===== config.mk =====
export PLATFORM = sky130hd
export DESIGN_NAME = bsci_back
export DESIGN_NICKNAME = d
export VERILOG_FILES = /design/src/design/bsci_pkg.sv /design/src/design/bsci_back.sv
export SDC_FILE = /design/constraint.sdc
export NUM_CORES = 2
export LEC_CHECK = 0
export ABC_AREA = 1
export BUFFER_PORTS_ARGS = -buffer_cell sky130_fd_sc_hd__buf_4
export CORE_UTILIZATION = 38
export CTS_BUF_LIST = sky130_fd_sc_hd__clkbuf_4
export DETAILED_ROUTE_END_ITERATION = 16
export HOLD_SLACK_MARGIN = 0.08
export PLACE_DENSITY = 0.56
export SLEW_MARGIN = 20
export SYNTH_ARGS = -nofsm -noshare
export SYNTH_HDL_FRONTEND = slang
export SYNTH_MEMORY_MAX_BITS = 65536
export SYNTH_SLANG_ARGS = --single-unit
export TNS_END_PERCENT = 100

===== constraint.sdc =====
create_clock -name clk -period 10 [get_ports clk]
set_input_delay 0 -clock clk [delete_from_list [all_inputs] [get_ports clk]]
set_output_delay 0 -clock clk [all_outputs]
set_load 0.02 [all_outputs]

===== src/design/bsci_pkg.sv =====
`default_nettype none
package bsci_pkg;

  // Field and register widths
  localparam int unsigned SMP_W     = 16;
  localparam int unsigned TIME_W    = 48;
  localparam int unsigned PERIOD_W  = 32;
  localparam int unsigned BF_W      = 9;
  localparam int unsigned CFG_IDX_W = 2;
  localparam int unsigned CFG_DAT_W = 32;

  // Block geometry defaults
  localparam int unsigned MAX_BLOCK_DEF = 256;
  localparam int unsigned CLICK_HALF    = 7;
  localparam int unsigned CLICK_LEN     = 2 * CLICK_HALF + 1;
  localparam int unsigned CLICK_IDX_W   = $clog2(CLICK_LEN);

  // Command queue between front and back
  localparam int unsigned QUEUE_DEPTH = 2;

  // Configuration register indexes
  typedef enum logic [CFG_IDX_W-1:0] {
    CFG_PERIOD       = 2'd0,
    CFG_REPLACE_MODE = 2'd1,
    CFG_BLOCK_FRAMES = 2'd2
  } cfg_idx_t;

  typedef enum logic [2:0] {
    F_IDLE,
    F_DIV,
    F_CHK,
    F_QDIV,
    F_PUSH
  } front_state_t;

  typedef enum logic [2:0] {
    B_CLEAR,
    B_IDLE,
    B_CLICK,
    B_READ,
    B_OUT
  } back_state_t;

  // Symmetric parabola click
  function automatic logic [SMP_W-1:0] click_shape(input logic [CLICK_IDX_W-1:0] idx);
    logic [SMP_W-1:0] v;
    unique case (idx)
      4'd7:          v = 16'd20742;
      4'd6,  4'd8:   v = 16'd19759;
      4'd5,  4'd9:   v = 16'd18121;
      4'd4,  4'd10:  v = 16'd15827;
      4'd3,  4'd11:  v = 16'd12878;
      4'd2,  4'd12:  v = 16'd9273;
      4'd1,  4'd13:  v = 16'd5014;
      4'd0,  4'd14:  v = 16'd98;
      default:       v = 16'd0;
    endcase
    return v;
  endfunction

  // Clamp the block length register to 1 .. max_blk
  function automatic logic [31:0] eff_block(input logic [BF_W-1:0] bf,
                                            input logic [31:0] max_blk);
    logic [31:0] n;
    n = 32'(bf);
    if (n == 32'd0) n = 32'd1;
    if (n > max_blk) n = max_blk;
    return n;
  endfunction

endpackage
`default_nettype wire


===== src/design/bsci_back.sv =====
`default_nettype none
module bsci_back #(
  parameter int unsigned MAX_BLOCK = bsci_pkg::MAX_BLOCK_DEF
) (
  input  wire logic                          clk,
  input  wire logic                          rst_n,
  input  wire logic                          q_valid,
  input  wire logic [bsci_pkg::SMP_W+2+$clog2(MAX_BLOCK+1)-1:0] q_data,
  output logic                               q_pop,
  input  wire logic                          replace_mode,
  input  wire logic [bsci_pkg::BF_W-1:0]     block_frames,
  output logic                               clearing,
  output logic                               out_valid,
  input  wire logic                          out_ready,
  output logic [bsci_pkg::SMP_W-1:0]         out_sample
);

  localparam int unsigned N_W   = $clog2(MAX_BLOCK + 1);
  localparam int unsigned SW    = bsci_pkg::SMP_W;
  localparam int unsigned CL    = bsci_pkg::CLICK_LEN;
  localparam int unsigned IW    = bsci_pkg::CLICK_IDX_W;
  localparam int unsigned DEPTH = MAX_BLOCK + CL;
  localparam int unsigned PTR_W = $clog2(DEPTH);

  bsci_pkg::back_state_t state_r, state_nxt;

  logic [SW-1:0]    mem [DEPTH];
  logic [SW-1:0]    rd_r;
  logic [PTR_W-1:0] clr_r;
  logic [PTR_W-1:0] pp_r;
  logic [PTR_W-1:0] base_r;
  logic [IW-1:0]    idx_r;
  logic [SW-1:0]    smp_r;
  logic [N_W-1:0]   off_r;
  logic             out_valid_r;
  logic [SW-1:0]    out_sample_r;

  logic [SW-1:0]    cmd_smp;
  logic             cmd_first;
  logic             cmd_ins;
  logic [N_W-1:0]   cmd_off;
  logic [N_W-1:0]   n;
  logic [PTR_W:0]   pos, lim, asum;
  logic             in_win;
  logic [PTR_W-1:0] click_addr;
  logic [PTR_W-1:0] pp_inc;
  logic             out_free;
  logic             out_load;
  logic [SW:0]      mix;
  logic [SW-1:0]    mix_sat;
  logic [SW-1:0]    result;
  logic             mem_we;
  logic             mem_re;
  logic [PTR_W-1:0] mem_waddr;
  logic [SW-1:0]    mem_wdata;

  assign cmd_smp   = q_data[SW+N_W+1:N_W+2];
  assign cmd_first = q_data[N_W+1];
  assign cmd_ins   = q_data[N_W];
  assign cmd_off   = q_data[N_W-1:0];

  assign n = N_W'(bsci_pkg::eff_block(block_frames, 32'(MAX_BLOCK)));

  // Click sample address, wrapped round the store
  assign pos        = (PTR_W+1)'(off_r) + (PTR_W+1)'(idx_r);
  assign lim        = (PTR_W+1)'(CL) + (PTR_W+1)'(n);
  assign in_win     = (pos < lim);
  assign asum       = (PTR_W+1)'(base_r) + pos;
  assign click_addr = (asum >= (PTR_W+1)'(DEPTH)) ? PTR_W'(asum - (PTR_W+1)'(DEPTH))
                                                  : PTR_W'(asum);
  assign pp_inc     = (pp_r == PTR_W'(DEPTH - 1)) ? '0 : (pp_r + 1'b1);

  // Replace or mix with saturation
  assign mix     = {smp_r[SW-1], smp_r} + {rd_r[SW-1], rd_r};
  assign mix_sat = (mix[SW] != mix[SW-1]) ? {mix[SW], {(SW-1){~mix[SW]}}} : mix[SW-1:0];
  assign result  = replace_mode ? rd_r : mix_sat;

  assign out_free   = !out_valid_r || out_ready;
  assign clearing   = (state_r == bsci_pkg::B_CLEAR);
  assign out_valid  = out_valid_r;
  assign out_sample = out_sample_r;

  // Next state, memory port and queue pop
  always_comb begin
    state_nxt = state_r;
    q_pop     = 1'b0;
    out_load  = 1'b0;
    mem_we    = 1'b0;
    mem_re    = 1'b0;
    mem_waddr = pp_r;
    mem_wdata = '0;
    unique case (state_r)
      bsci_pkg::B_CLEAR: begin
        mem_we    = 1'b1;
        mem_waddr = clr_r;
        if (clr_r == PTR_W'(DEPTH - 1)) state_nxt = bsci_pkg::B_IDLE;
      end
      bsci_pkg::B_IDLE: begin
        if (q_valid) begin
          q_pop     = 1'b1;
          state_nxt = cmd_ins ? bsci_pkg::B_CLICK : bsci_pkg::B_READ;
        end
      end
      bsci_pkg::B_CLICK: begin
        mem_we    = in_win;
        mem_waddr = click_addr;
        mem_wdata = bsci_pkg::click_shape(idx_r);
        if (idx_r == IW'(CL - 1)) state_nxt = bsci_pkg::B_READ;
      end
      bsci_pkg::B_READ: begin
        mem_re    = 1'b1;
        mem_we    = 1'b1;
        state_nxt = bsci_pkg::B_OUT;
      end
      bsci_pkg::B_OUT: begin
        if (out_free) begin
          out_load  = 1'b1;
          state_nxt = bsci_pkg::B_IDLE;
        end
      end
      default: state_nxt = bsci_pkg::B_IDLE;
    endcase
  end

  // Future store: read the played entry and clear it in the same cycle
  always_ff @(posedge clk) begin
    if (mem_we) mem[mem_waddr] <= mem_wdata;
    if (mem_re) rd_r <= mem[pp_r];
  end

  // Control registers
  always_ff @(posedge clk) begin
    if (!rst_n) begin
      state_r     <= bsci_pkg::B_CLEAR;
      clr_r       <= '0;
      pp_r        <= '0;
      base_r      <= '0;
      idx_r       <= '0;
      out_valid_r <= 1'b0;
    end else begin
      state_r <= state_nxt;
      if (state_r == bsci_pkg::B_CLEAR) clr_r <= clr_r + 1'b1;
      if (q_pop) begin
        idx_r <= '0;
        if (cmd_first) base_r <= pp_r;
      end else if (state_r == bsci_pkg::B_CLICK) begin
        idx_r <= idx_r + 1'b1;
      end
      if (state_r == bsci_pkg::B_READ) pp_r <= pp_inc;
      if (out_load)       out_valid_r <= 1'b1;
      else if (out_ready) out_valid_r <= 1'b0;
    end
  end

  // Payload registers
  always_ff @(posedge clk) begin
    if (q_pop) begin
      smp_r <= cmd_smp;
      off_r <= cmd_off;
    end
    if (out_load) out_sample_r <= result;
  end

endmodule
`default_nettype wire

==> impl_metrics.json <==
{
  "status": "completed",
  "num_vias": 106000,
  "synth_top_area_cell": "edfxtp_1",
  "synth.distinct_cells": 49,
  "hold_depth": 7,
  "floorplan.die.width_um": 641,
  "slew_headroom": 0.217,
  "p_per_area_nw_per_um2": 213,
  "cp-start-kind": "register",
  "grt-ovfl-total": 0,
  "layout.nets": 12700,
  "p_leak_nw": 62.3,
  "holdWs_ns": 0.342,
  "track_usage": 0.234,
  "worst_r2r_path_depth": 17,
  "rows": 234,
  "ant_nets": 0,
  "syn_area_per_cell_um2": 13.0,
  "min_period_ns": 6.65,
  "fmaxAchievable_mhz": 150,
  "cp-end-kind": "register",
  "synth.most_common_cell": "edfxtp_1",
  "synth-compound-area-share": 0.119,
  "worst-slew-pin-transition_ns": 1.18,
  "cts_tree": "yes",
  "setup-violations-final": 0,
  "slew_violations": 0,
  "synth-edff-count": 3849,
  "cts_resized": 0,
  "holdCritPathClass": "input port to register",
  "synth_top_family_by_area": "compound AO/OA/AOI/OAI gates",
  "hold_violations": 0,
  "ios": 60,
  "ir_worst_vdd_uv": 206,
  "cts_buffer_depth": 4,
  "ctsHoldBuffers": 129,
  "min-delay-start": "out_ready",
  "synth_common_cells": "edfxtp_1, nor2_1, o21ai_0",
  "synth-xor-area-share": 0.00192,
  "synth-simple-area-share": 0.0979,
  "area_growth_pct": 13.3,
  "io_buffers": 59,
  "grt_pass1_vias": 103000,
  "via_per_inst": 5.65,
  "hpwl_um": 282000,
  "totalWireLength_um": 493000,
  "syn-instance-count": 12000,
  "dieArea_um2": 411000,
  "cts_max_level": 6,
  "antenna_found_initial": 23,
  "cts_buffers": 964,
  "grt_pass1_wl_um": 707000,
  "min_to": "out_valid$_SDFFE_PN0P_",
  "cts_setup_buffers": 0,
  "yosysWarningCount": 0,
  "firstDrtPassIters": 6,
  "synth_ff_type": "edfxtp_1",
  "clock_skew_ns": 0.226,
  "grt_max_degree": 193,
  "die_h_um": 641,
  "muxShareOfSynthArea": 0,
  "start_util": 0.382,
  "cp.arrival_ns": 7.94,
  "syn_area_um2": 155000,
  "final_area_um2": 176000,
  "clkTransAtPathRegs_ns": 0.07,
  "worstSetupPathType": "register to register",
  "coreArea_um2": 406000,
  "syn_nets": 12100,
  "clockRootBuffer": "clkbuf_4",
  "post_drt_wl_per_cell_um": 26.3,
  "maxCapViolCount": 0,
  "synth.top_cell.area_share": 0.745,
  "cp-startpoint": "idx_r[0]$_SDFFE_PP0N_",
  "reg2reg_to": "mem[255][7]$_DFFE_PP_",
  "tns_ns": 0,
  "fin_crit_sh": 0.665,
  "ys_ff_latch": 3898,
  "rsz0062_at_grt": "no",
  "postPlaceCellArea_um2": 162000,
  "rrSetupSlack_ns": 3.35,
  "ys_seq_area_frac": 0.752,
  "r2r-start": "idx_r[0]$_SDFFE_PP0N_",
  "drc": 0,
  "drive_gt1_frac": 0.158,
  "cp.required_ns": 11.28,
  "worst-path-max-fanout": 21,
  "ys_async_sr_fraction": 0,
  "place_congestion": 0.927,
  "drtIter0Drc": 13000,
  "synth_fa_ha_area_frac": 0.00450,
  "insertion_delay_ns": 1.72,
  "cts.sinks": 3898,
  "synth.area.top_cells": "edfxtp_1, o21ai_0, nor2_1"
}
-- layout make-up --
cell class                      instances  area, µm²
Timing Repair Buffer                  498       4420
Inverter                              165        659
Antenna cell                           21       52.6
Tap cell                             5428       6790
Sequential cell                      3898     117000
Fill cell                           37300     230000
Multi-Input combinational cell       7054      35100
Clock inverter                        268       1610
Clock buffer                         1397      10500
-- worst max-delay path by stage --
stage	end	cells after the start	slack, ns
floorplan	mem[0][10]$_DFFE_PP_	6	1.20
global placement	mem[3][10]$_DFFE_PP_	24	3.13
detailed placement	mem[83][9]$_DFFE_PP_	24	3.34
CTS	mem[83][8]$_DFFE_PP_	16	3.04
global route	mem[255][1]$_DFFE_PP_	17	3.14
finish	mem[255][7]$_DFFE_PP_	17	3.35
-- stage by stage --
step / total power [mW] / instances / utilization / setup WS (ns)
2_1_floorplan: 22.1 / 12000 / - / 1.20
3_3_place_gp: 24.4 / 16900 / 0.399 / 3.13
5_1_grt: 38.8 / 18700 / 0.433 / 3.14
6_report: 37.5 / 18700 / 0.433 / 3.35
3_5_place_dp: 24.5 / 16900 / 0.399 / 3.34
4_1_cts: 37.6 / 18700 / 0.432 / 3.04
-- logic make-up after synthesis --
kind of cell | Yosys count
DFF | 3898
and+or+nand+nor | 3743
AOI/OAI and AO/OA | 3222
buffers and inverters | 1003
adders and majority gates | 54
xor gates and xnor gates | 34
other | 1
-- state kept, by name (all words and copies together) (netlist names), named ones only --
| name | cells |
|---|---|
| pp_r | 9 |
| state_r | 3 |
| rd_r | 14 |
| smp_r | 16 |
| idx_r | 4 |
| base_r | 9 |
| off_r | 9 |
| out_valid | 1 |
| mem | 3794 |
| out_sample | 16 |
| clr_r | 9 |
-- routing by layer --
metal / up-vias / track usage / part of all wire
li1: 46400 / - / -
met1: 52500 / 0.319 / 0.40
met2: 5912 / 0.360 / 0.46
met3: 941 / 0.0514 / 0.10
met4: 14 / 0.0999 / 0.040
met5: - / 0 / 0.00019
-- where the power goes --
group	switching, mW	total, mW	internal (mW)
clock	6.48	13.2	6.72
sequential	0.0792	18.6	18.6
combinational	4.49	5.66	1.17
-- critical path, stage by stage (launching register included) --
cell	delay (ns)
dfxtp_1	0.43
ha_1	0.23
inv_1	0.06
fa_1	0.56
inv_1	0.10
ha_1	0.27
o21ai_0	0.06
dlygate4sd3_1	0.56
nand2_1	0.05
dlygate4sd3_1	0.55
a21oi_1	0.18
dlygate4sd3_1	0.63
nand2_1	0.09
nand2_1	0.08
buf_4	0.34
nand3_2	0.81
buf_4	0.58
nor2_2	0.67
-- placed cells by master (no fill, tap or decap), types with 6 or more instances in the layout --
master / n
o221ai_1: 283
nor3_1: 15
nand2_1: 739
buf_12: 28
xnor2_1: 11
dfxtp_1: 43
nand3_2: 13
dlygate4sd3_1: 129
inv_2: 16
nand2_2: 19
o211ai_1: 171
nand3_1: 497
nand4_1: 38
nor2_1: 2233
clkinv_2: 41
buf_4: 340
diode_2: 21
inv_6: 13
nor2_2: 135
a211oi_1: 6
inv_8: 9
nand2_4: 6
edfxtp_1: 3849
o22ai_1: 567
a21oi_1: 213
clkinvlp_4: 11
clkbuf_4: 1397
inv_1: 141
bufinv_16: 13
ha_1: 51
xor2_1: 23
a31oi_1: 21
clkinv_1: 179
o21ai_0: 1942
nor2_4: 21
No activity file was read; power rests on OpenSTA's default activity.
