## src/design/bsci_pkg.sv

```systemverilog
`default_nettype none
package bsci_pkg;

  // Field and register widths
  localparam int unsigned SMP_W     = 16;
  localparam int unsigned TIME_W    = 48;
  localparam int unsigned PERIOD_W  = 32;
  localparam int unsigned BF_W      = 9;
  localparam int unsigned CFG_IDX_W = 2;
  localparam int unsigned CFG_DAT_W = 32;

  // Block geometry defaults
  localparam int unsigned MAX_BLOCK_DEF = 256;
  localparam int unsigned CLICK_HALF    = 7;
  localparam int unsigned CLICK_LEN     = 2 * CLICK_HALF + 1;
  localparam int unsigned CLICK_IDX_W   = $clog2(CLICK_LEN);

  // Command queue between front and back
  localparam int unsigned QUEUE_DEPTH = 2;

  // Configuration register indexes
  typedef enum logic [CFG_IDX_W-1:0] {
    CFG_PERIOD       = 2'd0,
    CFG_REPLACE_MODE = 2'd1,
    CFG_BLOCK_FRAMES = 2'd2
  } cfg_idx_t;

  typedef enum logic [2:0] {
    F_IDLE,
    F_DIV,
    F_CHK,
    F_QDIV,
    F_PUSH
  } front_state_t;

  typedef enum logic [2:0] {
    B_CLEAR,
    B_IDLE,
    B_CLICK,
    B_READ,
    B_OUT
  } back_state_t;

  // Symmetric parabola click
  function automatic logic [SMP_W-1:0] click_shape(input logic [CLICK_IDX_W-1:0] idx);
    logic [SMP_W-1:0] v;
    unique case (idx)
      4'd7:          v = 16'd20742;
      4'd6,  4'd8:   v = 16'd19759;
      4'd5,  4'd9:   v = 16'd18121;
      4'd4,  4'd10:  v = 16'd15827;
      4'd3,  4'd11:  v = 16'd12878;
      4'd2,  4'd12:  v = 16'd9273;
      4'd1,  4'd13:  v = 16'd5014;
      4'd0,  4'd14:  v = 16'd98;
      default:       v = 16'd0;
    endcase
    return v;
  endfunction

  // Clamp the block length register to 1 .. max_blk
  function automatic logic [31:0] eff_block(input logic [BF_W-1:0] bf,
                                            input logic [31:0] max_blk);
    logic [31:0] n;
    n = 32'(bf);
    if (n == 32'd0) n = 32'd1;
    if (n > max_blk) n = max_blk;
    return n;
  endfunction

endpackage
`default_nettype wire

```

## src/design/bsci_front.sv

```systemverilog
`default_nettype none
module bsci_front #(
  parameter int unsigned MAX_BLOCK = bsci_pkg::MAX_BLOCK_DEF
) (
  input  wire logic                               clk,
  input  wire logic                               rst_n,
  input  wire logic                               in_valid,
  output logic                                    in_ready,
  input  wire logic [bsci_pkg::SMP_W-1:0]         in_sample,
  input  wire logic                               in_first,
  input  wire logic                               in_times_valid,
  input  wire logic [bsci_pkg::TIME_W-1:0]        in_t0,
  input  wire logic [bsci_pkg::TIME_W-1:0]        in_t1,
  input  wire logic [bsci_pkg::PERIOD_W-1:0]      beat_len,
  input  wire logic [bsci_pkg::BF_W-1:0]          block_frames,
  input  wire logic                               clearing,
  input  wire logic                               q_full,
  output logic                                    q_push,
  output logic [bsci_pkg::SMP_W+2+$clog2(MAX_BLOCK+1)-1:0] q_data
);

  localparam int unsigned N_W    = $clog2(MAX_BLOCK + 1);
  localparam int unsigned TW     = bsci_pkg::TIME_W;
  localparam int unsigned PW     = bsci_pkg::PERIOD_W;
  localparam int unsigned REM_W  = PW + N_W;
  localparam int unsigned SD_W   = TW + N_W;
  localparam int unsigned CNT_W  = $clog2(TW);

  bsci_pkg::front_state_t state_r, state_nxt;

  logic [bsci_pkg::SMP_W-1:0] smp_r;
  logic                       first_r;
  logic [TW-1:0]              span_r;
  logic [TW-1:0]              dq0_r, dq1_r;
  logic [PW-1:0]              rm0_r, rm1_r;
  logic [REM_W-1:0]           rem_r;
  logic [SD_W-1:0]            sd_r;
  logic [N_W-1:0]             off_r;
  logic                       match_r;
  logic [CNT_W-1:0]           cnt_r;

  logic             accept;
  logic             need_math;
  logic [N_W-1:0]   n;
  logic [PW:0]      t0x, t1x, sub0, sub1;
  logic             ge0, ge1;
  logic [PW-1:0]    rm0_step, rm1_step;
  logic [TW:0]      beat;
  logic             match;
  logic [PW-1:0]    gap;
  logic [REM_W-1:0] prod;
  logic [SD_W-1:0]  remx;
  logic             qge;
  logic [REM_W-1:0] rem_step;
  logic             div_done, qdiv_done;

  assign n         = N_W'(bsci_pkg::eff_block(block_frames, 32'(MAX_BLOCK)));
  assign in_ready  = (state_r == bsci_pkg::F_IDLE) && !q_full && !clearing;
  assign accept    = in_valid && in_ready;
  assign need_math = in_first && in_times_valid && (beat_len != '0) && (in_t0 < in_t1);

  // One restoring step on each time
  assign t0x      = {rm0_r, dq0_r[TW-1]};
  assign t1x      = {rm1_r, dq1_r[TW-1]};
  assign sub0     = t0x - {1'b0, beat_len};
  assign sub1     = t1x - {1'b0, beat_len};
  assign ge0      = (t0x >= {1'b0, beat_len});
  assign ge1      = (t1x >= {1'b0, beat_len});
  assign rm0_step = ge0 ? sub0[PW-1:0] : t0x[PW-1:0];
  assign rm1_step = ge1 ? sub1[PW-1:0] : t1x[PW-1:0];
  assign div_done = (cnt_r == CNT_W'(TW - 1));

  // Beat check: ceil of start quotient against floor of next quotient
  assign beat  = {1'b0, dq0_r} + (TW+1)'(rm0_r != '0);
  assign match = (beat == {1'b0, dq1_r});
  assign gap   = (rm0_r == '0) ? '0 : (beat_len - rm0_r);
  assign prod  = REM_W'(gap) * REM_W'(n);

  // One quotient bit of the offset per cycle
  assign remx      = SD_W'(rem_r);
  assign qge       = (remx >= sd_r);
  assign rem_step  = qge ? REM_W'(remx - sd_r) : rem_r;
  assign qdiv_done = (cnt_r == CNT_W'(N_W - 1));

  // Next state and queue push
  always_comb begin
    state_nxt = state_r;
    q_push    = 1'b0;
    q_data    = {smp_r, first_r, match_r, off_r};
    unique case (state_r)
      bsci_pkg::F_IDLE: begin
        q_data = {in_sample, in_first, 1'b0, N_W'(0)};
        if (accept) begin
          if (need_math) state_nxt = bsci_pkg::F_DIV;
          else           q_push    = 1'b1;
        end
      end
      bsci_pkg::F_DIV: begin
        if (div_done) state_nxt = bsci_pkg::F_CHK;
      end
      bsci_pkg::F_CHK: begin
        state_nxt = match ? bsci_pkg::F_QDIV : bsci_pkg::F_PUSH;
      end
      bsci_pkg::F_QDIV: begin
        if (qdiv_done) state_nxt = bsci_pkg::F_PUSH;
      end
      bsci_pkg::F_PUSH: begin
        if (!q_full) begin
          q_push    = 1'b1;
          state_nxt = bsci_pkg::F_IDLE;
        end
      end
      default: state_nxt = bsci_pkg::F_IDLE;
    endcase
  end

  // State register and step counter
  always_ff @(posedge clk) begin
    if (!rst_n) begin
      state_r <= bsci_pkg::F_IDLE;
      cnt_r   <= '0;
    end else begin
      state_r <= state_nxt;
      if ((state_r == bsci_pkg::F_DIV && div_done) ||
          (state_r == bsci_pkg::F_QDIV && qdiv_done) || accept) begin
        cnt_r <= '0;
      end else if (state_r == bsci_pkg::F_DIV || state_r == bsci_pkg::F_QDIV) begin
        cnt_r <= cnt_r + 1'b1;
      end
    end
  end

  // Datapath registers
  always_ff @(posedge clk) begin
    if (accept) begin
      smp_r   <= in_sample;
      first_r <= in_first;
      span_r  <= in_t1 - in_t0;
      dq0_r   <= in_t0;
      dq1_r   <= in_t1;
      rm0_r   <= '0;
      rm1_r   <= '0;
      match_r <= 1'b0;
      off_r   <= '0;
    end else begin
      unique case (state_r)
        bsci_pkg::F_DIV: begin
          dq0_r <= {dq0_r[TW-2:0], ge0};
          dq1_r <= {dq1_r[TW-2:0], ge1};
          rm0_r <= rm0_step;
          rm1_r <= rm1_step;
        end
        bsci_pkg::F_CHK: begin
          match_r <= match;
          rem_r   <= prod;
          sd_r    <= SD_W'(span_r) << (N_W - 1);
          off_r   <= '0;
        end
        bsci_pkg::F_QDIV: begin
          rem_r <= rem_step;
          sd_r  <= sd_r >> 1;
          off_r <= N_W'({off_r, qge});
        end
        default: ;
      endcase
    end
  end

endmodule
`default_nettype wire

```

## config.mk

```make
export PLATFORM = sky130hd
export DESIGN_NAME = bsci_front
export DESIGN_NICKNAME = d
export VERILOG_FILES = /design/src/design/bsci_pkg.sv /design/src/design/bsci_front.sv
export SDC_FILE = /design/constraint.sdc
export NUM_CORES = 2
export LEC_CHECK = 0
export ABC_AREA = 1
export BUFFER_PORTS_ARGS = -buffer_cell sky130_fd_sc_hd__buf_2
export CAP_MARGIN = 20
export CELL_PAD_IN_SITES_DETAIL_PLACEMENT = 0
export CELL_PAD_IN_SITES_GLOBAL_PLACEMENT = 2
export CORE_ASPECT_RATIO = 0.8
export CORE_MARGIN = 4
export CORE_UTILIZATION = 33
export CTS_CLUSTER_DIAMETER = 120
export DETAILED_ROUTE_END_ITERATION = 7
export GPL_ROUTABILITY_DRIVEN = 1
export PLACE_DENSITY = 0.89
export SKIP_LAST_GASP = 1
export SLEW_MARGIN = 0
export SYNTH_ARGS = -nofsm -noshare
export SYNTH_HDL_FRONTEND = slang
export SYNTH_SLANG_ARGS = --single-unit
```

## constraint.sdc

```tcl
create_clock -name clk -period 7.9 [get_ports clk]
set_input_delay 2.37 -clock clk [delete_from_list [all_inputs] [get_ports clk]]
set_output_delay 2.37 -clock clk [all_outputs]
set_load 0.01 [all_outputs]
```

==> flow_summary_export.csv <==
group,metric,value,unit
clocking,htreeDepth,2,
clocking,cts_hold_buf,0,
floorplanning,ios,189,
clocking,cts-root-buf,"clkbuf_16",
timing,layout_setup_ws,-92.0,ps
route,dr_total_vias,35400,
synth,yosysSeqAreaShare,26.1,%
synth,yosysUniqueCellTypes,57,
finish,drive_gt1_share,18.1,%
critical_path,crit_type,"in -> reg",
flow_run,drv_cap,0,
global_route,grt_pass1_wl,199,mm
route,ant_nets,0,
clocking,cts_buffers,44,
floorplanning,initial_core_util,33.3,%
global_route,grt_pass1_vias,33800,
critical_path,r2r_start,"rm0_r[15]",
timing,rsz0062_at_grt,"true",
power,leakage,21.4,nW
critical_path,reg2regPathDepth,31,
timing,period_minus_slack,7990,ps
route,first_pass_iters,6,
critical_path,r2r_end,"rem_r[22]",
hold_path,hold_class,"reg -> reg",
clocking,ctsLongestPathBuffers,3,
finish,fin_area,44700,sq um
critical_path,required,8230,ps
placement,routabilityCongestion,0.959,
timing,finalClockSkew,57.5,ps
route,routedWlPerCell,18.5,um
status,outcome,"finished, violations left",
power,netSwitchingPower,0.00341,W
placement,place_hpwl,107,mm
critical_path,cp_slowest_cell,"fa_1",
critical_path,critPathMaxFanout,6,
floorplanning,num_rows,108,
route,drc,0,
status,violations,"setup timing",
finish,final_cell_mix,"nand2_1 (1,090), inv_1 (814), nor2_1 (503)",
placement,io_buffer_count,188,
power,ir_worst_vdd,0.152,mV
critical_path,endpoint_kind,"flip-flop",
route,wl,130,mm
clocking,tritoncts,"done",
global_route,grt_max_degree,91,
clocking,insertion_delay,650,ps
floorplanning,die-area,115000,sq um
clocking,clk_pin_slew,60,ps
placement,placed_area,41700,sq um
timing,hold_viol_final,0,
hold_path,hold_depth,2,
power,power_density,191,nW/um^2
power,netSwitchingFraction,40.0,%
synth,synth_ff_type,"edfxtp_1",
synth,syn_nets,5639,
critical_path,crit_path_max_incr_delay,560,ps
timing,fmax,0.125,GHz
synth,synthArstFlopShare,0,%
power,clkPwrFrac,23.9,%
timing,fin_crit_sh,101,%
global_route,grt_antenna_before_repair,1,
clocking,clock-sinks,341,
synth,avgSynthCellArea,7.19,sq um
global_route,track_usage,22.3,%
synth,synth-seq-cells,341,
finish,syn_to_final_growth,23.9,%
hold_path,holdPathEnd,"rm1_r[2]",
global_route,gr-total-overflow,0,
floorplanning,core_area,108000,sq um
timing,setup_violations,5,
synth,synth_area,36000,sq um
route,drtIter0Drc,3257,
timing,worstMarginPinSlew,999,ps
synth,synth_edf_count,258,
critical_path,reg2reg_slack,1220,ps
placement,pre_cts_ws,-1130,ps
route,viasPerCell,5.04,
critical_path,cp-start-kind,"input port",
hold_path,min_from,"rm1_r[2]",
finish,final_net_count,6182,
timing,maxSlewViolCount,0,
timing,relSlewSlack,33.2,%
synth,yosys_warnings,0,
power,p_comb_share,51.5,%
finish,mostFrequentLayoutCell,"nand2_1",
floorplanning,fp.dieH,304,um
timing,hold_slack,471,ps
synth,syn_inst,5014,
floorplanning,die_x,377,um
power,p_seq_share,24.6,%
critical_path,critPathArrivalTime,8320,ps
power,internal-power,0.00511,W
==> cells in the mapped netlist (all sizes together), types with 11 or more instances <==
cell    count  area [sq um]
or2        27           169
a21o       40           300
nor3       51           260
o22ai      11          68.8
nand4      90           569
o21bai     22           169
a31oi      44           275
xor2       79           692
inv       854          3210
nor2      579          2280
nand3     241          1230
a21oi     337          1700
a221oi     11          96.3
fa        216          4320
o21ai     372          1870
o21a       18           135
a21boi     14           105
ha        249          3120
clkbuf     89           334
dfxtp      83          1660
nor4       37           238
xnor2      76           666
buf        24           113
edfxtp    258          7750
nand2    1137          4300
==> critical path: cells and delay by family <==
family,cells,cell delay [ps]
AOI/OAI and AO/OA,5,680
buffers and inverters,12,1470
adders and majority gates,6,2650
xor gates and xnor gates,1,140
and+or+nand+nor,7,1000
==> what timing repair did <==
item                                    4_1_cts  5_1_grt
buffers inserted                             18       24
pin swaps                                    55      127
endpoints found under the setup margin       18       26
gates resized for setup                      84      220
==> final cells by class <==
cell class                 instances  area, sq um
antenna                            1         2.50
clock buffer                      56         1180
clock inverter                    23          250
fill                           11300        63700
inverter                         858         3240
multi-input combinational       3702        24500
sequential                       341         9410
tap                             1430         1790
timing repair buffer             610         4280
==> metrics by stage <==
step | total power [W] | setup TNS (ps) | utilization, % | std cells
after detailed placement | 0.00606 | -19280 | 38.5 | 6899
after CTS | 0.00825 | 0 | 40.3 | 6996
after floorplan | 0.00455 | -3.11 | - | 5014
final | 0.00852 | -261 | 41.2 | 7021
after global placement | 0.00601 | -18060 | 38.5 | 6899
after global routing | 0.00920 | -2870 | 41.2 | 7020
==> layer usage <==
metal  track usage [%]  vias to the layer above  wire length, um
met3              4.91                       80            11000
met1              35.6                    16800            66600
met5                 0                        -                7
li1                  -                    17400                -
met4              3.54                        2             1830
met2              30.4                     1079            50300
==> flip-flops by register name, summed over array words and instances, names as in the netlist, 6 cells and up <==
signal / flops
dq1_r: 48
cnt_r: 6
rem_r: 41
sd_r: 56
span_r: 48
rm0_r: 32
off_r: 9
dq0_r: 48
rm1_r: 32
smp_r: 16
==> worst max path at each step <==
stage                            start        end  slack, ps  cells past startpoint
final                     beat_len[15]  rem_r[22]        -90                     31
after global routing      beat_len[11]  rem_r[22]       -250                     32
after CTS                  beat_len[1]  rem_r[26]        0.5                     37
after detailed placement   beat_len[0]  rem_r[34]      -1130                     34
after global placement     beat_len[0]  rem_r[34]      -1160                     34
after floorplan            beat_len[0]  rem_r[40]         -3                     38
==> power groups by stage <==
stage                     registers, W  logic (W)  clock network (W)
after floorplan                0.00212    0.00243                  0
after global placement         0.00213    0.00388                  0
after detailed placement       0.00213    0.00393                  0
after CTS                      0.00209    0.00407            0.00209
after global routing           0.00210    0.00493            0.00216
final                          0.00209    0.00439            0.00204
==> cells by family (layout without fill, tap and decap cells) <==
kind of cell	Yosys count	in the layout	share of synthesized area [%]
compound gates	897	897	13.7
xor+xnor	157	157	3.89
fa+ha+maj	465	465	20.6
buf+inv	971	1547	10.2
flops	341	341	26.1
other cells	0	1	0
simple gates	2183	2183	25.5
Power figures use the tool's default switching activity.
