### config.mk
export PLATFORM = sky130hd
export DESIGN_NAME = bsci_fifo
export DESIGN_NICKNAME = d
export VERILOG_FILES = /design/src/design/bsci_pkg.sv /design/src/design/bsci_fifo.sv
export SDC_FILE = /design/constraint.sdc
export NUM_CORES = 1
export LEC_CHECK = 0
export BUFFER_PORTS_ARGS = -buffer_cell sky130_fd_sc_hd__clkbuf_2
export CAP_MARGIN = 5
export CORE_ASPECT_RATIO = 0.6
export CORE_MARGIN = 1
export CORE_UTILIZATION = 45
export CTS_CLUSTER_DIAMETER = 80
export DETAILED_ROUTE_END_ITERATION = 10
export PLACE_DENSITY_LB_ADDON = 0.15
export RECOVER_POWER = 50
export SYNTH_ARGS = -nofsm -noshare
export SYNTH_HDL_FRONTEND = slang
export SYNTH_SLANG_ARGS = --single-unit
### constraint.sdc
create_clock -name clk -period 2.08 [get_ports clk]
set_input_delay 0.416 -clock clk [delete_from_list [all_inputs] [get_ports clk]]
set_output_delay 0.416 -clock clk [all_outputs]
set_load 0.05 [all_outputs]
### src/design/bsci_pkg.sv
`default_nettype none
package bsci_pkg;

  // Field and register widths
  localparam int unsigned SMP_W     = 16;
  localparam int unsigned TIME_W    = 48;
  localparam int unsigned PERIOD_W  = 32;
  localparam int unsigned BF_W      = 9;
  localparam int unsigned CFG_IDX_W = 2;
  localparam int unsigned CFG_DAT_W = 32;

  // Block geometry defaults
  localparam int unsigned MAX_BLOCK_DEF = 256;
  localparam int unsigned CLICK_HALF    = 7;
  localparam int unsigned CLICK_LEN     = 2 * CLICK_HALF + 1;
  localparam int unsigned CLICK_IDX_W   = $clog2(CLICK_LEN);

  // Command queue between front and back
  localparam int unsigned QUEUE_DEPTH = 2;

  // Configuration register indexes
  typedef enum logic [CFG_IDX_W-1:0] {
    CFG_PERIOD       = 2'd0,
    CFG_REPLACE_MODE = 2'd1,
    CFG_BLOCK_FRAMES = 2'd2
  } cfg_idx_t;

  typedef enum logic [2:0] {
    F_IDLE,
    F_DIV,
    F_CHK,
    F_QDIV,
    F_PUSH
  } front_state_t;

  typedef enum logic [2:0] {
    B_CLEAR,
    B_IDLE,
    B_CLICK,
    B_READ,
    B_OUT
  } back_state_t;

  // Symmetric parabola click
  function automatic logic [SMP_W-1:0] click_shape(input logic [CLICK_IDX_W-1:0] idx);
    logic [SMP_W-1:0] v;
    unique case (idx)
      4'd7:          v = 16'd20742;
      4'd6,  4'd8:   v = 16'd19759;
      4'd5,  4'd9:   v = 16'd18121;
      4'd4,  4'd10:  v = 16'd15827;
      4'd3,  4'd11:  v = 16'd12878;
      4'd2,  4'd12:  v = 16'd9273;
      4'd1,  4'd13:  v = 16'd5014;
      4'd0,  4'd14:  v = 16'd98;
      default:       v = 16'd0;
    endcase
    return v;
  endfunction

  // Clamp the block length register to 1 .. max_blk
  function automatic logic [31:0] eff_block(input logic [BF_W-1:0] bf,
                                            input logic [31:0] max_blk);
    logic [31:0] n;
    n = 32'(bf);
    if (n == 32'd0) n = 32'd1;
    if (n > max_blk) n = max_blk;
    return n;
  endfunction

endpackage
`default_nettype wire

### src/design/bsci_fifo.sv
`default_nettype none
module bsci_fifo #(
  parameter int unsigned WIDTH = 20
) (
  input  wire logic             clk,
  input  wire logic             rst_n,
  input  wire logic             push,
  input  wire logic [WIDTH-1:0] push_data,
  output logic                  full,
  input  wire logic             pop,
  output logic                  valid,
  output logic [WIDTH-1:0]      pop_data
);

  localparam int unsigned DEPTH = bsci_pkg::QUEUE_DEPTH;
  localparam int unsigned PTR_W = $clog2(DEPTH);
  localparam int unsigned CNT_W = $clog2(DEPTH + 1);

  logic [WIDTH-1:0] ent_r [DEPTH];
  logic [PTR_W-1:0] wptr_r;
  logic [PTR_W-1:0] rptr_r;
  logic [CNT_W-1:0] cnt_r;

  assign full     = (cnt_r == CNT_W'(DEPTH));
  assign valid    = (cnt_r != '0);
  assign pop_data = ent_r[rptr_r];

  // Hold entries
  always_ff @(posedge clk) begin
    if (push) ent_r[wptr_r] <= push_data;
  end

  // Advance pointers and fill count
  always_ff @(posedge clk) begin
    if (!rst_n) begin
      wptr_r <= '0;
      rptr_r <= '0;
      cnt_r  <= '0;
    end else begin
      if (push) wptr_r <= wptr_r + 1'b1;
      if (pop)  rptr_r <= rptr_r + 1'b1;
      if (push && !pop)      cnt_r <= cnt_r + 1'b1;
      else if (pop && !push) cnt_r <= cnt_r - 1'b1;
    end
  end

endmodule
`default_nettype wire

==> impl_results.md, run 1 <==
* Core Util, Final at 59.99%
* Psw at between 500 and 600 uW
* Initial Util at 49.00%
* Final setup fails at 0
* Maximum vdd drop at 0.4738 mV
* Largest net degree at the start of global routing at 13
* Initial DRC count at 8
* Vias/cell at 4.724
* Outcome: completed
* Number of synthesized register bits at 45
* Critical path's slowest cell: mux2_2
* DIE WIDTH at 80.36 um
* Synth Warn # at 0
* Number of H-tree levels at 2
* IO Port Bufs at between 40 and 50
* CP Class: reg -> out
* CTS tree: yes
* Sequential Power Share at ~56%
* Tightest Pin Transition at ~0.69 ns
* Clock Latency Late Sink at 0.28 ns
* Synth cell types at 16
* Row count at 16
* RSZ-0062 raised after global routing: false
* CTS root buf: clkbuf_8
* CTS Sinks at 45
* Slew Limit Fails at 0
* Comb power frac at 19.2%
* Initial antenna violation count at 0
* Post-cts sizing count at 0
* Vias at around 870
* Reg2reg setup slack at 0.70 ns
* Hold WC Path Type: in -> reg
* Top-level port count at 46
* Clock share of power at 24.8%
* CP startpoint kind: flop
* Arrival @ worst endpoint at 1.40 ns
* Max-cap violation count at 0
* Drt drc at 0
* Final period util at 87.22%
* PwrDens at between 900 and 1000 nW/um^2
* Worst-path fanout max at 10
* Skew final at ~0.0030 ns
* Total gr overflow at 0
* NumNets Final at between 150 and 200
* Final antenna-violating net count at 0
* Die footprint at 3939 sq um
* Drt pass-1 iters at 3
* GRT Util Overall at 14.26%
* CP required at between 1.5 and 2 ns
* Vias in the first global route at 842
* Synth Instances at 84
* Worst setup EP type: output pin
* Core region area at 3383 sq um
* Drt total wl at approximately 2.4 mm
* First-pass GRT wire length at between 3 and 4 mm
* Inserted Diodes at 0
* Post-CTS Repair Setup Buffers at 0
* Switching portion of total power at a little over a quarter
* P_int at 1377 uW
* Final Hold Violating Endpoints at 0
* Area grow syn2layout at 22.42%
* Cell area after synthesis at 1658 sq um
* Syn_nets at 109
* HPWL after DPL at 1.716 mm
* Crit path time final at 1.814 ns
* Max clock buf depth at 2
* GP Congestion at 0.6164
* Overall power at 1885 uW
* Fmax at around 0.55 GHz
* Setup TNS at 0 ns
* Layout cells sized above 1 at 46.43%
* Avg WL per Cell at 12.99 um
* Critical path cell sequence: buf_4 -> mux2_2 -> clkbuf_2
* Die height at 49.02 um
* Max incr delay on CP at 0.36 ns
* CTS buffer count at 5
* Rel. slew slack at 54.23%
* P_leak at 0.0007676 uW
* CTS Hold Buffers Added at 0
* Clock-pin slew on the worst setup and hold paths at ~0.07 ns
* Register area share after synthesis at 78.49%
* Syn avg cell area at 19.74 sq um
==> layout make-up <==
type | instances | area (sq um)
fillers | 263 | 1354
flip-flops and latches | 45 | 1301
multi-input cells | 36 | 342.8
repair buffers | 51 | 249.0
clock buffers | 6 | 72.57
well taps | 45 | 56.30
clock inverters | 1 | 3.754
inverters | 1 | 3.754
==> placed cells by master (no fill, tap or decap) <==
master / netlist / routed
clkbuf_2: 0 / 34
buf_1: 0 / 1
ha_1: 1 / 1
and2_1: 4 / 3
o21ai_0: 1 / 1
inv_1: 1 / 1
mux2_2: 20 / 20
dfxtp_1: 5 / 5
edfxtp_1: 40 / 40
and2b_2: 1 / 1
clkbuf_8: 0 / 5
a21boi_1: 1 / 1
clkinv_1: 0 / 1
nor2b_1: 2 / 2
or2_2: 1 / 1
buf_4: 0 / 4
xnor2_1: 1 / 1
clkbuf_1: 0 / 13
and2_0: 0 / 1
or3_1: 1 / 1
o21a_1: 1 / 1
xor2_1: 2 / 2
==> state kept, by name (all words and copies together), names as in the netlist, named ones only <==
signal,count
wptr_r,1
rptr_r,1
ent_r,40
cnt_r,2
==> cells by family (layout without fill, tap and decap cells) <==
group,count (synthesis),count (layout),synth area share [%]
XOR/XNOR,3,3,1.585
AND/OR/NAND/NOR,9,9,3.547
buffers and inverters,3,59,0.8300
adder cells (fa/ha/maj),1,1,0.7546
multiplexers,20,20,13.59
AO/OA/AOI/OAI,3,3,1.208
flip-flops,45,45,78.49
==> metal layers <==
metal | track usage [%] | part of all wire (%) | vias up
li1 | - | - | 432
met1 | 18.33 | 48 | 413
met2 | 21.33 | 45 | 25
met3 | 5.234 | 5.7 | 4
met4 | 7.143 | 1.5 | 0
met5 | 0 | 0 | -
==> Yosys cell counts (all sizes together) <==
cell type / number / area [sq um]
xnor2: 1 / 8.760
o21a: 1 / 7.510
xor2: 2 / 17.52
and2: 4 / 25.02
nor2b: 2 / 12.51
mux2: 20 / 225.2
buf: 2 / 10.01
a21boi: 1 / 7.510
o21ai: 1 / 5.000
or3: 1 / 6.260
ha: 1 / 12.51
dfxtp: 5 / 100.1
edfxtp: 40 / 1201
or2: 1 / 6.260
and2b: 1 / 8.760
inv: 1 / 3.750
==> power by group through the flow <==
stage / Combinational, uW / Sequential [uW] / Clock (uW)
detailed placement: 371 / 1080 / 0
finish: 362 / 1060 / 467
global placement: 368 / 1070 / 0
global route: 385 / 1060 / 520
CTS: 373 / 1060 / 485
floorplan: 278 / 1070 / 0
==> per-stage QoR <==
stage          cell area (sq um)  cells  setup slack, ns  hold WS [ns]
2_1_floorplan               1658     84           0.2977        0.4612
3_3_place_gp                1977    178           0.5707        0.4828
3_5_place_dp                1977    178           0.5630        0.4982
4_1_cts                     2053    185           0.2379        0.3099
5_1_grt                     2029    185           0.1910        0.3033
6_report                    2029    185           0.2658        0.3222
==> worst paths after layout <==
path                      from            to  depth (start not counted)
hold / removal    push_data[6]   ent_r[1][6]                          1
setup reg to reg        wptr_r  ent_r[0][12]                          2
hold reg to reg       cnt_r[1]      cnt_r[1]                          2
setup / recovery          flop   pop_data[4]                          3
==> worst max-delay path, delay by kind of cell, from the launching register on <==
| kind | cells | cell delay [ns] |
|---|---|---|
| multiplexers | 1 | 0.36 |
| flip-flops | 1 | 0.33 |
| buffers and inverters | 2 | 0.43 |
No activity file was read; power rests on OpenSTA's default activity.
==> run 2: changes to the inputs <==
--- a/config.mk
+++ b/config.mk
@@ -5,7 +5,7 @@
 export SDC_FILE = /design/constraint.sdc
 export NUM_CORES = 1
 export LEC_CHECK = 0
-export BUFFER_PORTS_ARGS = -buffer_cell sky130_fd_sc_hd__clkbuf_2
+export BUFFER_PORTS_ARGS = -buffer_cell sky130_fd_sc_hd__buf_2
 export CAP_MARGIN = 5
 export CORE_ASPECT_RATIO = 0.6
 export CORE_MARGIN = 1
==> impl_results.md, run 2 (synthesized netlist as in run 1, its figures left out) <==
* CTS Sinks at 45 (unchanged)
* Vias in the first global route at 876 (+4.0%)
* Row count at 16 (unchanged)
* Maximum vdd drop at 0.4671 mV (-1.4%)
* Post-cts sizing count at 0 (unchanged)
* RSZ-0062 raised after global routing: false
* DIE WIDTH at 80.36 um (unchanged)
* Largest net degree at the start of global routing at 14 (+1)
* Inserted Diodes at 0 (unchanged)
* Final Hold Violating Endpoints at 0 (unchanged)
* Slew Limit Fails at 0 (unchanged)
* Outcome: completed
* CP required at 1.66 ns (about the same)
* Max-cap violation count at 0 (unchanged)
* GP Congestion at 0.6184 (+0.32%)
* Setup TNS at 0 ns (unchanged)
* CTS root buf: clkbuf_8
* Fmax at 0.5567 GHz (+1.0%)
* First-pass GRT wire length at 4.050 mm (+5.0%)
* Area grow syn2layout at 22.87%
* P_leak at 0.0007696 uW (+0.26%)
* Most frequent cells in the layout: edfxtp_1 (40), buf_2 (36), mux2_2 (20), clkbuf_1 (11)
* Post-CTS Repair Setup Buffers at 0 (unchanged)
* CP startpoint kind: flop
* Skew final at 0.002931 ns (-0.0001054 ns)
* Crit path time final at 1.796 ns (-0.01798 ns)
* Overall power at 1904 uW (+1.0%)
* Final antenna-violating net count at 0 (unchanged)
* Vias/cell at 4.591 (-2.8%)
* GRT Util Overall at 14.44% (+0.18 points)
* Max reg flops at 40 (unchanged)
* Clock-pin slew on the worst setup and hold paths at 0.08 ns (about the same)
* Tightest Pin Transition at 0.6876 ns (+0.001073 ns)
* Max incr delay on CP at 0.35 ns (about the same)
* NumNets Final at 165 (unchanged)
* Avg WL per Cell at 13.39 um (+3.0%)
* Initial Util at 49.00% (unchanged)
* Worst setup EP type: output pin
* PwrDens at 934.9 nW/um^2 (+0.67%)
* Buf/Inv on CP at 2 (unchanged)
* Commonest non-fill, non-tap cell in the layout: edfxtp_1
* CP Class: reg -> out
* HPWL after DPL at 1.789 mm (+4.2%)
* CTS tree: yes
* IO Port Bufs at 45 (unchanged)
* Drt total wl at 2.490 mm (+3.6%)
* Critical path's slowest cell: mux2_2
* Most flops, register: ent_r
* Core region area at 3383 sq um (unchanged)
* Total gr overflow at 0 (unchanged)
* Final setup fails at 0 (unchanged)
* Top-level port count at 46 (unchanged)
* Max clock buf depth at 2 (unchanged)
* Initial antenna violation count at 0 (unchanged)
* Final period util at 86.36% (-0.86 points)
* Delay-heaviest family, CP: buffers and inverters
* Initial DRC count at 17 (+9)
* Rel. slew slack at 54.16% (-0.071 points)
* Number of H-tree levels at 2 (unchanged)
* Die footprint at 3939 sq um (unchanged)
* Drt pass-1 iters at 3 (unchanged)
* Drt drc at 0 (unchanged)
* Layout cells sized above 1 at 48.23% (+1.8 points)
* Worst-path fanout max at 10 (unchanged)
* Biggest regs: ent_r x40, cnt_r x2
* CTS buffer count at 5 (unchanged)
* Clock Latency Late Sink at 0.28 ns (about the same)
* Critical path cell sequence: buf_4 -> mux2_2 -> buf_2
* Die height at 49.02 um (unchanged)
* Hold WC Path Type: in -> reg
* Vias at 854 (-2.3%)
* Arrival @ worst endpoint at 1.38 ns (-0.02 ns)
* CTS Hold Buffers Added at 0 (unchanged)
[run 2: where the power goes]
part / internal, uW / switching [uW] / total (uW)
Combinational: 113 / 250 / 363
Clock: 226 / 261 / 487
Sequential: 1040 / 15.6 / 1050
Total: 1380 / 527 / 1900
[run 2: layer usage]
| layer | wire length [um] | up-vias | GRT usage, % |
|---|---|---|---|
| li1 | - | 431 | - |
| met1 | 1198 | 399 | 18.62 |
| met2 | 1144 | 24 | 22.74 |
| met3 | 147 | 0 | 5.421 |
| met4 | 0 | 0 | 4.464 |
| met5 | 0 | - | 0 |
[run 2: worst paths after layout]
kind	start	to	slack, ns	cells after the start
min reg2reg	cnt_r[1]	cnt_r[1]	0.51	2
max reg2reg	wptr_r	ent_r[0][4]	0.71	2
max	flop	pop_data[4]	0.28	3
min	push_data[3]	ent_r[0][3]	0.32	1
[run 2: layout make-up]
type	count	area, sq um
inverter	1	3.754
multi-input combinational	36	342.8
clock inverter	3	12.51
clock buffer	5	68.82
sequential	45	1301
timing repair buffer	51	251.5
tap	45	56.30
fill	266	1346
[run 2: metrics by stage]
stage | std cells | hold slack (ns) | setup slack, ns | util (%) | cell area, sq um
detailed placement | 178 | 0.4996 | 0.5889 | 58.43 | 1977
global route | 186 | 0.2944 | 0.2040 | 60.21 | 2037
floorplan | 84 | 0.4612 | 0.2977 | - | 1658
CTS | 186 | 0.3028 | 0.2627 | 60.84 | 2058
finish | 186 | 0.3150 | 0.2838 | 60.21 | 2037
global placement | 178 | 0.4827 | 0.6019 | 58.43 | 1977
==> run 3: changes to the inputs <==
--- a/config.mk
+++ b/config.mk
@@ -12,6 +12,7 @@
 export CORE_UTILIZATION = 45
 export CTS_CLUSTER_DIAMETER = 80
 export DETAILED_ROUTE_END_ITERATION = 10
+export GPL_TIMING_DRIVEN = 0
 export PLACE_DENSITY_LB_ADDON = 0.15
 export RECOVER_POWER = 50
 export SYNTH_ARGS = -nofsm -noshare
==> impl_results.md, run 3 (synthesized netlist as in run 1, its figures left out) <==
* Outcome: completed
* DIE WIDTH at 80.36 um (unchanged)
* P_leak at 0.0007639 uW (-0.74%)
* Critical path cell sequence: buf_2 -> mux2_2 -> buf_2
* Max-cap violation count at 0 (unchanged)
* Clock-pin slew on the worst setup and hold paths at 0.07 ns (about the same)
* Placed Cells incl. Taps at 175 (-1.7%)
* GP Congestion at 0.6270 (+1.4%)
* Psw at 514.1 uW (-2.4%)
* Vias at 858 (+0.47%)
* Initial DRC count at 27 (+10)
* Switching portion of total power at 27.19% (-0.48 points)
* CP startpoint kind: flop
* Post-cts sizing count at 0 (unchanged)
* Layout Cells excl Fill at 182 (-2.2%)
* CTS tree: yes
* Biggest regs: ent_r x40, cnt_r x2
* First-pass GRT wire length at 4.050 mm (unchanged)
* Top-level port count at 46 (unchanged)
* Layout cells sized above 1 at 49.64% (+1.4 points)
* Number of H-tree levels at 2 (unchanged)
* Max incr delay on CP at 0.38 ns (+0.03 ns)
* Vias/cell at 4.714 (+2.7%)
* Final Hold Violating Endpoints at 0 (unchanged)
* Drt pass-1 iters at 4 (+1)
* Largest net degree at the start of global routing at 21 (+7)
* Clock Latency Late Sink at 0.28 ns (about the same)
* GRT Util Overall at 14.83% (+0.39 points)
* Drt total wl at 2.611 mm (+4.9%)
* Row count at 16 (unchanged)
* Inserted Diodes at 0 (unchanged)
* Skew final at 0.002898 ns (-0.00003284 ns)
* Final period util at 89.17% (+2.8 points)
* Top cell by count, worst path: buf_2
* Final antenna-violating net count at 0 (unchanged)
* Die height at 49.02 um (unchanged)
* CTS Hold Buffers Added at 0 (unchanged)
* Rel. slew slack at 30.27% (-24 points)
* Buf/Inv on CP at 2 (unchanged)
* Delay-heaviest family, CP: buffers and inverters
* Core region area at 3383 sq um (unchanged)
* CTS buffer count at 5 (unchanged)
* CTS Sinks at 45 (unchanged)
* PwrDens at 935.3 nW/um^2 (about the same)
* Initial antenna violation count at 0 (unchanged)
* Final Worst Setup Slack at 0.2252 ns (-0.05855 ns)
* Worst slack, placed at 0.3524 ns (-0.2365 ns)
* Die footprint at 3939 sq um (unchanged)
* Sequential Power Share at 55.9% (+0.5 points)
* Crit path time final at 1.855 ns (+0.05855 ns)
* Avg WL per Cell at 14.35 um (+7.2%)
* IO Port Bufs at 45 (unchanged)
* Most frequent cells in the layout: buf_2 (40), edfxtp_1 (40), mux2_2 (20), clkbuf_1 (8)
* CTS root buf: clkbuf_8
* Initial Util at 49.00% (unchanged)
* Area grow syn2layout at 21.96%
* Critical path's slowest cell: mux2_2
* Fmax at 0.5391 GHz (-3.2%)
* Clock share of power at 25.0% (-0.6 points)
* NumNets Final at 162 (-1.8%)
* Hold WC Path Type: in -> reg
* Total gr overflow at 0 (unchanged)
* Max clock buf depth at 2 (unchanged)
* Slew Limit Fails at 0 (unchanged)
* P_int at 1377 uW (about the same)
* Post-CTS Repair Setup Buffers at 0 (unchanged)
* Comb power frac at 19.2% (about the same)
* CP required at 1.66 ns (about the same)
* Worst-path fanout max at 10 (unchanged)
* Final setup fails at 0 (unchanged)
* Arrival @ worst endpoint at 1.44 ns (+0.06 ns)
* RSZ-0062 raised after global routing: false
* Vias in the first global route at 887 (+1.3%)
* Drt drc at 0 (unchanged)
* Maximum vdd drop at 0.4550 mV (-2.6%)
* Worst setup EP type: output pin
* Max reg flops at 40 (unchanged)
* CP Class: reg -> out
* Most flops, register: ent_r
* Tightest Pin Transition at 1.044 ns (+0.3562 ns)
* HPWL after DPL at 1.869 mm (+4.5%)
## run 3: cell count changes in the layout (fill, tap and decap cells not counted), sizes merged
cell    before  now
clkbuf      16   13
clkinv       3    1
buf         40   41
## run 3: stage by stage
stage | hold WS (ns) | cell area, sq um | setup TNS, ns | power, uW | util, %
floorplan | 0.4612 | 1658 | 0 | 1350 | -
global placement | 0.4724 | 1939 | -6.798 | 1430 | 57.32
detailed placement | 0.5022 | 1957 | 0 | 1446 | 57.84
CTS | 0.3051 | 2033 | 0 | 1923 | 60.10
global route | 0.2973 | 2022 | 0 | 1980 | 59.76
finish | 0.3176 | 2022 | 0 | 1891 | 59.76
## run 3: area by class of cell
class | instances | area [sq um]
Buffer | 2 | 10.01
Clock buffer | 6 | 72.57
Clock inverter | 1 | 3.754
Fill cell | 266 | 1361
Inverter | 1 | 3.754
Multi-Input combinational cell | 36 | 342.8
Sequential cell | 45 | 1301
Tap cell | 45 | 56.30
Timing Repair Buffer | 46 | 231.5
## run 3: worst paths after layout
kind                               startpoint            to  slack [ns]  cells past startpoint
worst max-delay path                     flop  pop_data[10]        0.23                      3
worst max register to register         wptr_r  ent_r[0][17]        0.41                      2
worst min-delay path            push_data[12]  ent_r[1][12]        0.32                      1
worst min register to register       cnt_r[1]      cnt_r[1]        0.54                      2
## run 3: power by group through the flow
stage	clock [uW]	combinational, uW	sequential [uW]
2_1_floorplan	0	278	1070
3_3_place_gp	0	356	1070
3_5_place_dp	0	369	1080
4_1_cts	495	370	1060
5_1_grt	535	384	1060
6_report	472	363	1060
## run 3: per-layer routing
metal / vias up / global-route usage, % / share of wire [%]
met2: 25 / 24.01 / 49
met3: 5 / 5.794 / 5.1
met5: - / 0 / 0
met4: 0 / 6.250 / 1.0
li1: 421 / - / -
met1: 407 / 17.68 / 45
